`src/hdl/stq_pkg.sv`:
```
// Shared types and constants of the sorted timer queue.
// Used by stq_ctrl, stq_datapath and sorted_timer_queue_core; depends on nothing.
`default_nettype none
package stq_pkg;

    localparam int NUM_TIMERS = 16;

    localparam int TIME_W    = 32;
    localparam int EVENT_W   = 16;
    localparam int ID_W      = 4;
    localparam int OWNER_W   = 3;
    localparam int FUNC_W    = 3;
    localparam int STATUS_W  = 2;
    localparam int COUNT_W   = 5;

    // Request payload layout, lowest bit first.
    localparam int IN_ID_LO    = 0;
    localparam int IN_OWN_LO   = IN_ID_LO + ID_W;
    localparam int IN_ALARM_LO = IN_OWN_LO + OWNER_W;
    localparam int IN_PER_LO   = IN_ALARM_LO + TIME_W;
    localparam int IN_REP_BIT  = IN_PER_LO + TIME_W;
    localparam int IN_SEND_BIT = IN_REP_BIT + 1;
    localparam int IN_EV_LO    = IN_SEND_BIT + 1;
    localparam int IN_NOW_LO   = IN_EV_LO + EVENT_W;
    localparam int IN_DATA_W   = 128;

    // Result payload layout, lowest bit first.
    localparam int OUT_HEAD_LO  = STATUS_W;
    localparam int OUT_ALARM_LO = OUT_HEAD_LO + ID_W;
    localparam int OUT_EVV_BIT  = OUT_ALARM_LO + TIME_W;
    localparam int OUT_EVO_LO   = OUT_EVV_BIT + 1;
    localparam int OUT_EVD_LO   = OUT_EVO_LO + OWNER_W;
    localparam int OUT_CNT_LO   = OUT_EVD_LO + EVENT_W;
    localparam int OUT_DATA_W   = 64;

    localparam logic [FUNC_W-1:0] FN_INSERT = 3'd0;
    localparam logic [FUNC_W-1:0] FN_POP    = 3'd1;
    localparam logic [FUNC_W-1:0] FN_EXPIRE = 3'd2;
    localparam logic [FUNC_W-1:0] FN_CANCEL = 3'd3;
    localparam logic [FUNC_W-1:0] FN_CANOWN = 3'd4;
    localparam logic [FUNC_W-1:0] FN_TAKE   = 3'd5;

    localparam logic [STATUS_W-1:0] SC_OK       = 2'd0;
    localparam logic [STATUS_W-1:0] SC_EMPTY    = 2'd1;
    localparam logic [STATUS_W-1:0] SC_NOTQUEUE = 2'd2;
    localparam logic [STATUS_W-1:0] SC_NOFREE   = 2'd3;

    typedef enum logic [2:0] {
        S_IDLE,
        S_EXEC,
        S_INSERT,
        S_OWNER,
        S_FIN
    } t_state;

    typedef struct packed {
        logic                load;
        logic                remove_id;
        logic                write_rec;
        logic                ld_alarm;
        logic                reload;
        logic                insert;
        logic                pop;
        logic                owner_step;
        logic                push_req;
        logic                take;
        logic                cap_event;
        logic                set_status;
        logic [STATUS_W-1:0] status;
        logic                emit;
    } t_dp_cmd;

    typedef struct packed {
        logic [FUNC_W-1:0] func;
        logic              id_ok;
        logic              found;
        logic              repeat_on;
        logic              agent;
        logic              q_empty;
        logic              f_empty;
        logic              owner_hit;
        logic              out_free;
    } t_dp_stat;

endpackage
`default_nettype wire

```
`src/hdl/stq_ctrl.sv`:
```
// Sequencer of the sorted timer queue: walks each request through its steps.
// Depends on stq_pkg; drives stq_datapath through command and status structs.
`default_nettype none
module stq_ctrl (
    input  wire                 i_clk,
    input  wire                 i_rst_n,
    input  wire                 i_in_valid,
    output logic                o_in_ready,
    input  stq_pkg::t_dp_stat   i_stat,
    output stq_pkg::t_dp_cmd    o_cmd
);

    stq_pkg::t_state r_state;
    stq_pkg::t_state n_state;

    always_ff @(posedge i_clk) begin
        if (!i_rst_n) begin
            r_state <= stq_pkg::S_IDLE;
        end else begin
            r_state <= n_state;
        end
    end

    // Next state.
    always_comb begin
        n_state = r_state;
        unique case (r_state)
            stq_pkg::S_IDLE: begin
                if (i_in_valid) n_state = stq_pkg::S_EXEC;
            end
            stq_pkg::S_EXEC: begin
                n_state = stq_pkg::S_FIN;
                case (i_stat.func)
                    stq_pkg::FN_INSERT: begin
                        if (i_stat.id_ok) n_state = stq_pkg::S_INSERT;
                    end
                    stq_pkg::FN_EXPIRE: begin
                        if (i_stat.id_ok && i_stat.repeat_on) n_state = stq_pkg::S_INSERT;
                    end
                    stq_pkg::FN_CANOWN: n_state = stq_pkg::S_OWNER;
                    default: n_state = stq_pkg::S_FIN;
                endcase
            end
            stq_pkg::S_INSERT: n_state = stq_pkg::S_FIN;
            stq_pkg::S_OWNER: begin
                if (!i_stat.owner_hit) n_state = stq_pkg::S_FIN;
            end
            stq_pkg::S_FIN: begin
                if (i_stat.out_free) n_state = stq_pkg::S_IDLE;
            end
            default: n_state = stq_pkg::S_IDLE;
        endcase
    end

    // Commands.
    always_comb begin
        o_cmd      = '0;
        o_in_ready = 1'b0;
        unique case (r_state)
            stq_pkg::S_IDLE: begin
                o_in_ready = 1'b1;
                o_cmd.load = i_in_valid;
            end
            stq_pkg::S_EXEC: begin
                unique case (i_stat.func)
                    stq_pkg::FN_INSERT: begin
                        if (!i_stat.id_ok) begin
                            o_cmd.set_status = 1'b1;
                            o_cmd.status     = stq_pkg::SC_NOTQUEUE;
                        end else begin
                            o_cmd.remove_id = 1'b1;
                            o_cmd.write_rec = 1'b1;
                            o_cmd.ld_alarm  = 1'b1;
                        end
                    end
                    stq_pkg::FN_POP: begin
                        if (i_stat.q_empty) begin
                            o_cmd.set_status = 1'b1;
                            o_cmd.status     = stq_pkg::SC_EMPTY;
                        end else begin
                            o_cmd.pop = 1'b1;
                        end
                    end
                    stq_pkg::FN_EXPIRE: begin
                        if (!i_stat.id_ok) begin
                            o_cmd.set_status = 1'b1;
                            o_cmd.status     = stq_pkg::SC_NOTQUEUE;
                        end else begin
                            o_cmd.remove_id = 1'b1;
                            o_cmd.cap_event = 1'b1;
                            o_cmd.ld_alarm  = i_stat.repeat_on;
                            o_cmd.reload    = 1'b1;
                            o_cmd.push_req  = !i_stat.repeat_on && i_stat.agent;
                        end
                    end
                    stq_pkg::FN_CANCEL: begin
                        if (!i_stat.id_ok || !i_stat.found) begin
                            o_cmd.set_status = 1'b1;
                            o_cmd.status     = stq_pkg::SC_NOTQUEUE;
                        end else begin
                            o_cmd.remove_id = 1'b1;
                            o_cmd.push_req  = 1'b1;
                        end
                    end
                    stq_pkg::FN_TAKE: begin
                        if (i_stat.f_empty) begin
                            o_cmd.set_status = 1'b1;
                            o_cmd.status     = stq_pkg::SC_NOFREE;
                        end else begin
                            o_cmd.take = 1'b1;
                        end
                    end
                    default: o_cmd.set_status = 1'b0;
                endcase
            end
            stq_pkg::S_INSERT: o_cmd.insert = 1'b1;
            stq_pkg::S_OWNER:  o_cmd.owner_step = i_stat.owner_hit;
            stq_pkg::S_FIN:    o_cmd.emit = i_stat.out_free;
            default:           o_cmd = '0;
        endcase
    end

endmodule
`default_nettype wire

```
`src/hdl/stq_datapath.sv`:
```
// Datapath of the sorted timer queue: ordered queue, timer records, free stack, result.
// Depends on stq_pkg; commanded by stq_ctrl.
`default_nettype none
module stq_datapath #(
    parameter int NUM_TASKS  = 8
) (
    input  wire                               i_clk,
    input  wire                               i_rst_n,
    input  stq_pkg::t_dp_cmd                  i_cmd,
    output stq_pkg::t_dp_stat                 o_stat,
    input  wire [stq_pkg::IN_DATA_W-1:0]      i_in_data,
    input  wire [stq_pkg::FUNC_W-1:0]         i_in_user,
    output logic                              o_out_valid,
    output logic [stq_pkg::OUT_DATA_W-1:0]    o_out_data,
    input  wire                               i_out_ready
);

    localparam int NUM_TIMERS = stq_pkg::NUM_TIMERS;
    localparam int IW = (NUM_TIMERS > 1) ? $clog2(NUM_TIMERS) : 1;
    localparam int CW = $clog2(NUM_TIMERS + 1);
    localparam int TW = stq_pkg::TIME_W;
    localparam int OW = stq_pkg::OWNER_W;
    localparam int EW = stq_pkg::EVENT_W;

    // Latched request.
    logic [stq_pkg::FUNC_W-1:0] r_func;
    logic [stq_pkg::ID_W-1:0]   r_id;
    logic [OW-1:0]              r_owner;
    logic [TW-1:0]              r_alarm, r_period, r_now;
    logic                       r_rep, r_send;
    logic [EW-1:0]              r_evbits;

    // Queue entries carry id, alarm and owner so that every compare is local.
    logic [IW-1:0] r_q_id    [NUM_TIMERS];
    logic [TW-1:0] r_q_alarm [NUM_TIMERS];
    logic [OW-1:0] r_q_owner [NUM_TIMERS];
    logic [CW-1:0] r_count;
    logic [IW-1:0] n_q_id    [NUM_TIMERS];
    logic [TW-1:0] n_q_alarm [NUM_TIMERS];
    logic [OW-1:0] n_q_owner [NUM_TIMERS];
    logic [CW-1:0] n_count;

    // Timer records. The expired mark and agent flag are not kept: neither is observable.
    logic [TW-1:0]         r_per [NUM_TIMERS];
    logic [OW-1:0]         r_own [NUM_TIMERS];
    logic [EW-1:0]         r_ev  [NUM_TIMERS];
    logic [NUM_TIMERS-1:0] r_frep, r_fsend;

    // Free stack of agent timers.
    logic [IW-1:0]         r_stack [NUM_TIMERS];
    logic [CW-1:0]         r_fcount;
    logic [NUM_TIMERS-1:0] r_mark;

    logic [TW-1:0] r_ins_alarm;

    // Result staging and output register.
    logic [stq_pkg::STATUS_W-1:0] r_res_status;
    logic [stq_pkg::ID_W-1:0]     r_res_head;
    logic [TW-1:0]                r_res_alarm;
    logic                         r_res_evv;
    logic [OW-1:0]                r_res_evo;
    logic [EW-1:0]                r_res_evd;
    logic                         r_out_valid;
    logic [stq_pkg::OUT_DATA_W-1:0] r_out_data;

    logic [IW-1:0] rix;
    logic          id_ok;
    logic          rix_agent;
    logic [NUM_TIMERS-1:0] m_id, after_id, m_ow, after_ow, le, le_prev, shift_sel;
    logic          found, owner_hit;
    logic [IW-1:0] own_id;
    logic [IW-1:0] up_id    [NUM_TIMERS];
    logic [TW-1:0] up_alarm [NUM_TIMERS];
    logic [OW-1:0] up_owner [NUM_TIMERS];
    logic [IW-1:0] dn_id    [NUM_TIMERS];
    logic [TW-1:0] dn_alarm [NUM_TIMERS];
    logic [OW-1:0] dn_owner [NUM_TIMERS];
    logic [IW-1:0] push_id;
    logic          push_en;
    logic [CW-1:0] f_top;

    assign rix       = IW'(r_id);
    assign id_ok     = (32'(r_id) < 32'(NUM_TIMERS));
    assign rix_agent = (32'(rix) >= 32'(NUM_TASKS));
    assign f_top     = r_fcount - CW'(1);

    // Matches along the queue and their prefixes.
    always_comb begin
        logic acc_id, acc_ow;
        acc_id = 1'b0;
        acc_ow = 1'b0;
        own_id = '0;
        for (int i = 0; i < NUM_TIMERS; i++) begin
            m_id[i] = (CW'(i) < r_count) && (r_q_id[i] == rix);
            m_ow[i] = (CW'(i) < r_count) && (r_q_owner[i] == r_owner);
            le[i]   = (CW'(i) < r_count) && (r_q_alarm[i] <= r_ins_alarm);
            if (m_ow[i] && !acc_ow) own_id = r_q_id[i];
            acc_id      = acc_id | m_id[i];
            acc_ow      = acc_ow | m_ow[i];
            after_id[i] = acc_id;
            after_ow[i] = acc_ow;
        end
        found     = acc_id;
        owner_hit = acc_ow;
    end

    always_comb begin
        le_prev[0] = 1'b1;
        for (int i = 1; i < NUM_TIMERS; i++) le_prev[i] = le[i-1];
    end

    // Neighbour views for shifting up (removal) and down (insertion).
    always_comb begin
        for (int i = 0; i < NUM_TIMERS - 1; i++) begin
            up_id[i]    = r_q_id[i+1];
            up_alarm[i] = r_q_alarm[i+1];
            up_owner[i] = r_q_owner[i+1];
        end
        up_id[NUM_TIMERS-1]    = r_q_id[NUM_TIMERS-1];
        up_alarm[NUM_TIMERS-1] = r_q_alarm[NUM_TIMERS-1];
        up_owner[NUM_TIMERS-1] = r_q_owner[NUM_TIMERS-1];
        dn_id[0]    = r_q_id[0];
        dn_alarm[0] = r_q_alarm[0];
        dn_owner[0] = r_q_owner[0];
        for (int i = 1; i < NUM_TIMERS; i++) begin
            dn_id[i]    = r_q_id[i-1];
            dn_alarm[i] = r_q_alarm[i-1];
            dn_owner[i] = r_q_owner[i-1];
        end
    end

    always_comb begin
        if (i_cmd.pop) begin
            shift_sel = '1;
        end else if (i_cmd.owner_step) begin
            shift_sel = after_ow;
        end else begin
            shift_sel = after_id;
        end
    end

    // Queue next state: a removal closes the gap, an insertion opens one.
    always_comb begin
        n_q_id    = r_q_id;
        n_q_alarm = r_q_alarm;
        n_q_owner = r_q_owner;
        n_count   = r_count;
        if (i_cmd.pop || i_cmd.owner_step || (i_cmd.remove_id && found)) begin
            for (int i = 0; i < NUM_TIMERS; i++) begin
                if (shift_sel[i]) begin
                    n_q_id[i]    = up_id[i];
                    n_q_alarm[i] = up_alarm[i];
                    n_q_owner[i] = up_owner[i];
                end
            end
            n_count = r_count - CW'(1);
        end else if (i_cmd.insert && (r_count < CW'(NUM_TIMERS))) begin
            for (int i = 0; i < NUM_TIMERS; i++) begin
                if (le_prev[i] && !le[i]) begin
                    n_q_id[i]    = rix;
                    n_q_alarm[i] = r_ins_alarm;
                    n_q_owner[i] = r_own[rix];
                end else if (!le_prev[i]) begin
                    n_q_id[i]    = dn_id[i];
                    n_q_alarm[i] = dn_alarm[i];
                    n_q_owner[i] = dn_owner[i];
                end
            end
            n_count = r_count + CW'(1);
        end
    end

    always_ff @(posedge i_clk) begin
        r_q_id    <= n_q_id;
        r_q_alarm <= n_q_alarm;
        r_q_owner <= n_q_owner;
        if (!i_rst_n) begin
            r_count <= '0;
        end else begin
            r_count <= n_count;
        end
    end

    // Request latch and insertion alarm.
    always_ff @(posedge i_clk) begin
        if (i_cmd.load) begin
            r_func   <= i_in_user;
            r_id     <= i_in_data[stq_pkg::IN_ID_LO +: stq_pkg::ID_W];
            r_owner  <= i_in_data[stq_pkg::IN_OWN_LO +: OW];
            r_alarm  <= i_in_data[stq_pkg::IN_ALARM_LO +: TW];
            r_period <= i_in_data[stq_pkg::IN_PER_LO +: TW];
            r_rep    <= i_in_data[stq_pkg::IN_REP_BIT];
            r_send   <= i_in_data[stq_pkg::IN_SEND_BIT];
            r_evbits <= i_in_data[stq_pkg::IN_EV_LO +: EW];
            r_now    <= i_in_data[stq_pkg::IN_NOW_LO +: TW];
        end
        if (i_cmd.ld_alarm) begin
            r_ins_alarm <= i_cmd.reload ? (r_now + r_per[rix]) : r_alarm;
        end
    end

    // Records.
    always_ff @(posedge i_clk) begin
        if (i_cmd.write_rec) begin
            r_per[rix] <= r_period;
            r_own[rix] <= r_owner;
            r_ev[rix]  <= r_evbits;
        end
        if (!i_rst_n) begin
            r_frep  <= '0;
            r_fsend <= '0;
        end else if (i_cmd.write_rec) begin
            r_frep[rix]  <= r_rep;
            r_fsend[rix] <= r_send;
        end
    end

    // Free stack: pushes skip task timers and timers already on the stack.
    assign push_id = i_cmd.owner_step ? own_id : rix;
    assign push_en = (i_cmd.push_req || i_cmd.owner_step)
                     && (32'(push_id) >= 32'(NUM_TASKS)) && !r_mark[push_id]
                     && (r_fcount < CW'(NUM_TIMERS));

    always_ff @(posedge i_clk) begin
        if (!i_rst_n) begin
            r_fcount <= CW'(NUM_TIMERS - NUM_TASKS);
            for (int k = 0; k < NUM_TIMERS; k++) begin
                r_stack[k] <= (k < NUM_TIMERS - NUM_TASKS) ? IW'(NUM_TIMERS - 1 - k) : '0;
                r_mark[k]  <= (k >= NUM_TASKS);
            end
        end else if (push_en) begin
            r_stack[r_fcount[IW-1:0]] <= push_id;
            r_mark[push_id]           <= 1'b1;
            r_fcount                  <= r_fcount + CW'(1);
        end else if (i_cmd.take) begin
            r_mark[r_stack[f_top[IW-1:0]]] <= 1'b0;
            r_fcount                       <= f_top;
        end
    end

    // Result staging.
    always_ff @(posedge i_clk) begin
        if (i_cmd.load) begin
            r_res_status <= stq_pkg::SC_OK;
            r_res_head   <= '0;
            r_res_alarm  <= '0;
            r_res_evv    <= 1'b0;
            r_res_evo    <= '0;
            r_res_evd    <= '0;
        end else begin
            if (i_cmd.set_status) r_res_status <= i_cmd.status;
            if (i_cmd.pop) begin
                r_res_head  <= stq_pkg::ID_W'(r_q_id[0]);
                r_res_alarm <= r_q_alarm[0];
            end
            if (i_cmd.take) r_res_head <= stq_pkg::ID_W'(r_stack[f_top[IW-1:0]]);
            if (i_cmd.cap_event && rix_agent && r_fsend[rix]) begin
                r_res_evv <= 1'b1;
                r_res_evo <= r_own[rix];
                r_res_evd <= r_ev[rix];
            end
        end
    end

    // Output register.
    always_ff @(posedge i_clk) begin
        if (!i_rst_n) begin
            r_out_valid <= 1'b0;
        end else if (i_cmd.emit) begin
            r_out_valid <= 1'b1;
        end else if (i_out_ready) begin
            r_out_valid <= 1'b0;
        end
        if (i_cmd.emit) begin
            r_out_data <= {1'b0, stq_pkg::COUNT_W'(r_count), r_res_evd, r_res_evo,
                           r_res_evv, r_res_alarm, r_res_head, r_res_status};
        end
    end

    assign o_out_valid = r_out_valid;
    assign o_out_data  = r_out_data;

    always_comb begin
        o_stat.func      = r_func;
        o_stat.id_ok     = id_ok;
        o_stat.found     = found;
        o_stat.repeat_on = r_frep[rix];
        o_stat.agent     = rix_agent;
        o_stat.q_empty   = (r_count == '0);
        o_stat.f_empty   = (r_fcount == '0);
        o_stat.owner_hit = owner_hit;
        o_stat.out_free  = !r_out_valid || i_out_ready;
    end

endmodule
`default_nettype wire

```
`src/hdl/sorted_timer_queue_core.sv`:
```
// Sorted timer queue: a bounded queue of timers ordered by alarm tick.
// Request channel (s_axis): tuser carries the operation code, tdata the timer fields.
// Result channel (m_axis): one result for every request, in request order.
// A request is taken only when the block is idle and is then worked through by the
// sequencer: an execute step, a sorted insertion step for insert and repeating expiry,
// an owner step for each cancelled timer plus a closing one for cancel by owner, and a
// final step that moves the result to the output register. A new request is accepted
// only after the last one has left the final step; the separate insertion step parts
// removal and sorted insertion.
// The output register parts the two sides: a new request is accepted while the last
// result still waits, and only the final hand-over of the next result waits for it.
// A stalled receiver therefore holds at most one finished result and one request.
// Synchronous active-low reset empties the queue, puts every agent timer back on the
// free stack and clears the repeat and send flags; timer records stay undefined until written.
// Results hold while tvalid is high and tready is low.
`default_nettype none
module sorted_timer_queue_core #(
    parameter int NUM_TASKS  = 8
) (
    input  wire                              i_clk,
    input  wire                              i_rst_n,
    input  wire                              i_s_axis_tvalid,
    output logic                             o_s_axis_tready,
    // tdata: timer_id[3:0], owner_task[6:4], alarm_time[38:7], period[70:39],
    // repeat_req[71], send_event[72], event_bits[88:73], now_tick[120:89], zeros above.
    input  wire [stq_pkg::IN_DATA_W-1:0]     i_s_axis_tdata,
    // tuser: func[2:0].
    input  wire [stq_pkg::FUNC_W-1:0]        i_s_axis_tuser,
    output logic                             o_m_axis_tvalid,
    input  wire                              i_m_axis_tready,
    // tdata: status[1:0], head_id[5:2], head_alarm[37:6], event_valid[38],
    // event_owner[41:39], event_out[57:42], queued_count[62:58], zero at bit 63.
    output logic [stq_pkg::OUT_DATA_W-1:0]   o_m_axis_tdata
);

    stq_pkg::t_dp_cmd  cmd;
    stq_pkg::t_dp_stat stat;

    // The sequencer decides each step from the latched operation and queue status.
    stq_ctrl u_ctrl (
        .i_clk      (i_clk),
        .i_rst_n    (i_rst_n),
        .i_in_valid (i_s_axis_tvalid),
        .o_in_ready (o_s_axis_tready),
        .i_stat     (stat),
        .o_cmd      (cmd)
    );

    // The datapath holds all timer state and the result register.
    stq_datapath #(
        .NUM_TASKS  (NUM_TASKS)
    ) u_dp (
        .i_clk       (i_clk),
        .i_rst_n     (i_rst_n),
        .i_cmd       (cmd),
        .o_stat      (stat),
        .i_in_data   (i_s_axis_tdata),
        .i_in_user   (i_s_axis_tuser),
        .o_out_valid (o_m_axis_tvalid),
        .o_out_data  (o_m_axis_tdata),
        .i_out_ready (i_m_axis_tready)
    );

`ifndef SYNTHESIS
    // Only one request is in work at a time.
    a_one_request: assert property (@(posedge i_clk) disable iff (!i_rst_n)
        (i_s_axis_tvalid && o_s_axis_tready) |=> !o_s_axis_tready)
        else $error("request accepted while another is in work");

    // The queue never reports more timers than it has slots.
    a_count_bound: assert property (@(posedge i_clk) disable iff (!i_rst_n)
        o_m_axis_tvalid |-> (o_m_axis_tdata[62:58] <= stq_pkg::NUM_TIMERS))
        else $error("queued count exceeds queue size");

    // An event only comes with a successful operation.
    a_event_ok: assert property (@(posedge i_clk) disable iff (!i_rst_n)
        (o_m_axis_tvalid && o_m_axis_tdata[38]) |-> (o_m_axis_tdata[1:0] == stq_pkg::SC_OK))
        else $error("event reported with an error status");
`endif

endmodule
`default_nettype wire

```
`config.mk`:
```
export PLATFORM = sky130hd
export DESIGN_NAME = sorted_timer_queue_core
export DESIGN_NICKNAME = d
export VERILOG_FILES = /design/src/hdl/stq_pkg.sv /design/src/hdl/stq_ctrl.sv /design/src/hdl/stq_datapath.sv /design/src/hdl/sorted_timer_queue_core.sv
export SDC_FILE = /design/constraint.sdc
export NUM_CORES = 2
export LEC_CHECK = 0
export ABC_AREA = 1
export ABC_CLOCK_PERIOD_IN_PS = 15040
export BUFFER_PORTS_ARGS = -buffer_cell sky130_fd_sc_hd__buf_2
export CORE_MARGIN = 5
export CORE_UTILIZATION = 35
export CTS_CLUSTER_SIZE = 24
export DETAILED_ROUTE_END_ITERATION = 10
export PLACE_DENSITY = 0.49
export REMOVE_ABC_BUFFERS = 1
export SLEW_MARGIN = 20
export SYNTH_ARGS = -nofsm -noshare
export SYNTH_HDL_FRONTEND = slang
export SYNTH_SLANG_ARGS = --single-unit
```
`constraint.sdc`:
```
create_clock -name i_clk -period 15.04 [get_ports i_clk]
set_clock_uncertainty 0.05 [all_clocks]
set_input_delay 3.76 -clock i_clk [delete_from_list [all_inputs] [get_ports i_clk]]
set_output_delay 3.76 -clock i_clk [all_outputs]
set_load 0.05 [all_outputs]
```
Word level (Yosys, flattened, before mapping) --
Memory sizes are Yosys's and may differ from the RTL's. A register that Yosys moved wholly into a read port is not among the register bits. Cells that the tools add are included.
Storage, ports and cells: flip-flop bits (word level) 947, memory bits (writable) 880, bits of input ports 135, output and inout port bits 66, word-level logic and storage cells 612, memories 4
Memories:
- u_dp.r_per | depth 16, bits a word 32, rd ports 1, clocked after memory_dff 1, wr ports 1, line stq_datapath.sv:44 | logic [TW-1:0] r_per [NUM_TIMERS];
- u_dp.r_ev | depth 16, bits a word 16, rd ports 1, clocked after memory_dff 1, wr ports 1, line stq_datapath.sv:46 | logic [EW-1:0] r_ev [NUM_TIMERS];
- u_dp.r_stack | depth 16, bits a word 4, rd ports 1, clocked after memory_dff 0, wr ports 16, line stq_datapath.sv:50 | logic [IW-1:0] r_stack [NUM_TIMERS];
- u_dp.r_own | depth 16, bits a word 3, rd ports 1, clocked after memory_dff 1, wr ports 1, line stq_datapath.sv:45 | logic [OW-1:0] r_own [NUM_TIMERS];
Cells by class: $add $sub $neg 5, magnitude comparators 42, eq/ne operators 75, muxes and demuxes 228, bitwise gates (word level) 34, reductions and logical operators 153
Operator list (number):
- $mux W32 | 47
- $mux W512 | 2
- $le A32 B32 Y1 | 16
- $mux W4 | 70
- $mux W3 | 53
- $mux W64 | 2
- $mux W48 | 2
- $logic_and A1 B1 Y1 | 89
- $eq A4 B4 Y1 | 16
- $reduce_and A3 Y1 | 17
- $eq A3 B3 Y1 | 16
- $ne A3 B3 Y1 const B | 14
- $lt A4 B5 Y1 const A | 8
- $logic_not A1 Y1 | 33
- $add A32 B32 Y32 | 1
- $bwmux W16 | 2
- $mux W16 | 2
- $ne A2 B1 Y1 const B | 16
- $mux W15 | 2
- $or A1 B1 Y1 | 30
- $mux W1 | 28
- $lt A3 B5 Y1 const A | 4
- $mux W5 | 4
- $and A16 B16 Y16 | 1
- other kinds (29) | 62

Logic depth before layout (Yosys ltp) --
depth in word-level cells 30, depth in mapped cells 36, gate-level depth less buffers 33

Hierarchy --
A second synthesis with hierarchy kept.
Unflattened totals: cells, all modules 8580, area, all modules 87858.0 um2
Modules (own cells, without submodules):
- stq_datapath | instances 1, cells an instance 8507, area an instance 87422.6 um2, sequential area each 50078.0 um2
- stq_ctrl | instances 1, cells an instance 73, area an instance 435.4 um2, sequential area each 60.1 um2

Least setup slack after synthesis --
No wires, ideal clock.
path kind input to register, start in i_s_axis_tvalid, end reg u_dp.r_alarm[0] (enable), library setup time 0.536 ns, arrival time 7.612 ns, data required time 14.454 ns, setup slack 6.842 ns, stages on the path 3, path buffers 1, cell sequence inv_1 > nor2_1 > clkbuf_1
RTL lines:
- start: declaration | line sorted_timer_queue_core.sv:22 | input wire i_s_axis_tvalid,
- end signal: assignment | line stq_datapath.sv:190 | r_alarm <= i_in_data[stq_pkg::IN_ALARM_LO +: TW];
- end: declaration | line stq_datapath.sv:29 | logic [TW-1:0] r_alarm, r_period, r_now;

==> results.json <==
{
  "fillers": 24670,
  "worst-path-max-fanout": 204,
  "core_mm2": 0.2505,
  "yosys-top-cells-count": "1,595 x edfxtp_1, 1,298 x nand2_1, 1,067 x o21ai_0, 975 x inv_1, 552 x ha_1",
  "cap_violations": 0,
  "clock-root-buffer": "clkbuf_16",
  "setup_ws_ns": 7.524,
  "pre_cts_slack_ns": 7.909,
  "hold_buffers": 0,
  "rsz0062_at_grt": "false",
  "die_area_mm2": 0.2611,
  "fin_nets": 9240,
  "port_buffers": 192,
  "cts_tree": "built",
  "cp-start-kind": "flop",
  "synth.top_cell.area_share_pct": 54.52,
  "grt_pass1_wl_um": 413000,
  "crit_buf_inv": 6,
  "ys_ff_latch": 1707,
  "crit_chain": "buf_4 -> inv_2 -> nand2_1 -> nand2_1 -> nor2_1 -> nand3_2 -> nand2_4 -> nor2_8 -> nand4_4 -> nor2_4 -> nand4_4 -> nor2_4 -> nand2_2 -> nor2_4 -> nand3_1 -> nand2_2 -> nand2_2 -> inv_2 -> nand3_4 -> inv_8 -> buf_12 -> buf_12 -> o22ai_1",
  "p_leak_nw": 39.19,
  "hpwlAfterDp_um": 185200,
  "hold_slack_ns": 0.3579,
  "yosys_warnings": 0,
  "die_h_um": 511.0,
  "async_flop_share_pct": 0,
  "hold_violations": 0,
  "end_kind": "flop",
  "wirelength_um": 279900,
  "core.rowCount": 184,
  "yosysMostFrequentCell": "edfxtp_1",
  "place_congestion": 0.8664,
  "grt-ovfl-total": 0,
  "post_cts_buffers": 0,
  "area_delta_synth_final_pct": 13.17,
  "drtAntennaViolNets": 0,
  "initial_core_util_pct": 35.07,
  "clk_pin_slew_ns": 0.06,
  "antenna_found_initial": 15,
  "drcViolationCount": 0,
  "ys_types": 63,
  "crit_path_max_incr_delay_ns": 0.77,
  "ctsResizeCount": 0,
  "crit_family": "buffers and inverters",
  "clockBufferDepth": 3,
  "vias_per_cell": 5.397,
  "dieWidth_um": 511.0,
  "max_slew_margin_pct": 17.01,
  "criticalPathCategory": "reg -> reg",
  "grt_pass1_vias": 64480,
  "htree_levels": 4,
  "layout-drive-gt1-share_pct": 8.868,
  "gr-usage-all-layers_pct": 20.53,
  "period_minus_slack_ns": 7.516,
  "hold_path.class": "reg -> reg",
  "clock_latency_ns": 0.85,
  "synth_seq_area_share_pct": 57.08,
  "cp.required_ns": 15.48,
  "ys.flop_type": "edfxtp_1",
  "netlist_instances": 8490,
  "cts.sinks": 1707,
  "drtPass1Iterations": 6,
  "drt_iter0_markers": 5912,
  "final-setup-viol-count": 0,
  "grt_max_degree": 205,
  "drv_slew": 0,
  "avgRoutedWirePerCell_um": 23.18,
  "numCtsBuffers": 194,
  "synth.area.top_cells": "edfxtp_1 55%, ha_1 7.9%, o21ai_0 6.1%",
  "fin_crit_sh_pct": 49.97,
  "syn_avg_cell_area_um2": 10.35,
  "peakVddDrop_v": 0.00009030,
  "synth_area_mm2": 0.08784,
  "status": "complete, no violations",
  "timing.fmax_mhz": 133.0,
  "p_per_area_mw_per_mm2": 124.2,
  "critPathSlowestCell": "inv_8",
  "yosysTopAreaCell": "edfxtp_1",
  "synth-edff-count": 1595,
  "vias": 65170,
  "io_pins": 201,
  "crit_arrival_ns": 7.96,
  "worst_slew_pin_slew_ns": 1.245
}
registers in the layout, summed over array words and instances (netlist names), 45 cells and up, named ones only:
signal	cells
u_dp.r_per	512
u_dp.dn_alarm	480
u_dp.r_ev	128
u_dp.r_stack	64
u_dp.o_out_data	63
u_dp.dn_id	60
u_dp.r_own	48
u_dp.dn_owner	45
cells by family (layout without fill, tap and decap cells):
group / after synthesis / in the layout / synth area share (%)
fa+ha+maj: 553 / 553 / 7.885
simple gates: 1992 / 1992 / 9.535
flops: 1707 / 1707 / 57.08
buf+inv: 1477 / 1697 / 6.432
mux: 149 / 149 / 1.698
other cells: 2 / 19 / 0.008549
compound gates: 2515 / 2515 / 16.42
xor+xnor: 95 / 95 / 0.9472
worst paths after layout:
path,start,endpoint,slack (ns),cells after the start
setup / recovery,u_dp.r_owner[0]$_DFFE_PP_,u_dp.dn_alarm[100]$_DFFE_PP_,7.52,23
hold / removal,u_dp.r_res_alarm[24]$_SDFFE_PP0P_,u_dp.o_out_data[30]$_DFFE_PP_,0.36,0
setup reg to reg,u_dp.r_owner[0]$_DFFE_PP_,u_dp.dn_alarm[100]$_DFFE_PP_,7.52,23
hold reg to reg,u_dp.r_res_alarm[24]$_SDFFE_PP0P_,u_dp.o_out_data[30]$_DFFE_PP_,0.36,0
layout make-up:
class | count | area [um^2] | area share [%]
sequential | 1707 | 50150 | 50.45
multi-input combinational | 5313 | 32540 | 32.73
clock buffer | 258 | 5320 | 5.352
tap | 3348 | 4189 | 4.214
inverter | 989 | 3731 | 3.753
timing repair buffer | 347 | 2175 | 2.187
clock inverter | 103 | 1282 | 1.290
antenna | 10 | 25.02 | 0.02517
cell usage in the layout (no fill, tap or decap), types with 12 or more instances in the layout:
cell	n
a211oi_1	44
a21oi_1	509
a221oi_1	30
a22o_1	14
a22oi_1	26
a31oi_1	22
buf_2	192
buf_4	151
bufinv_16	20
clkbuf_1	46
clkbuf_16	198
clkbuf_8	14
clkinv_1	32
clkinv_2	32
dfxtp_1	108
edfxtp_1	1595
ha_1	552
inv_1	968
inv_2	16
mux2i_1	149
nand2_1	1285
nand2_2	26
nand3_1	151
nand4_1	89
nor2_1	294
nor2_2	12
nor2_4	28
nor3_1	47
nor4_1	17
o2111ai_1	14
o211ai_1	157
o21ai_0	1058
o21bai_1	14
o221ai_1	38
o22ai_1	532
xnor2_1	48
xor2_1	47
report_power, final:
part           total [mW]  internal (mW)  leakage [nW]  switching (mW)
registers            5.58           5.40          15.3           0.171
logic                1.87          0.565          20.7            1.31
clock network        4.90           2.85          3.19            2.05
total                12.3           8.81          39.2            3.53
through the flow:
step                      power, mW  TNS, ns  util, %  instances  area (um^2)
after floorplan               6.929  -252.18        -       8009        85930
after global routing          12.87        0    39.68      12070        99390
after global placement        7.525        0    37.04      11700        92770
after detailed placement      7.556        0    37.04      11700        92780
after CTS                     12.47        0    39.68      12070        99380
final                         12.35        0    39.69      12080        99410
routing by layer:
metal  vias up  GRT usage [%]  wire [um]
met5         -              0         74
met3       417          2.689      14320
met2      1805          33.41     129100
li1      30790              -          -
met4        10          7.119      10550
met1     32150          28.23     125800
No activity file was read; power rests on OpenSTA's default activity.
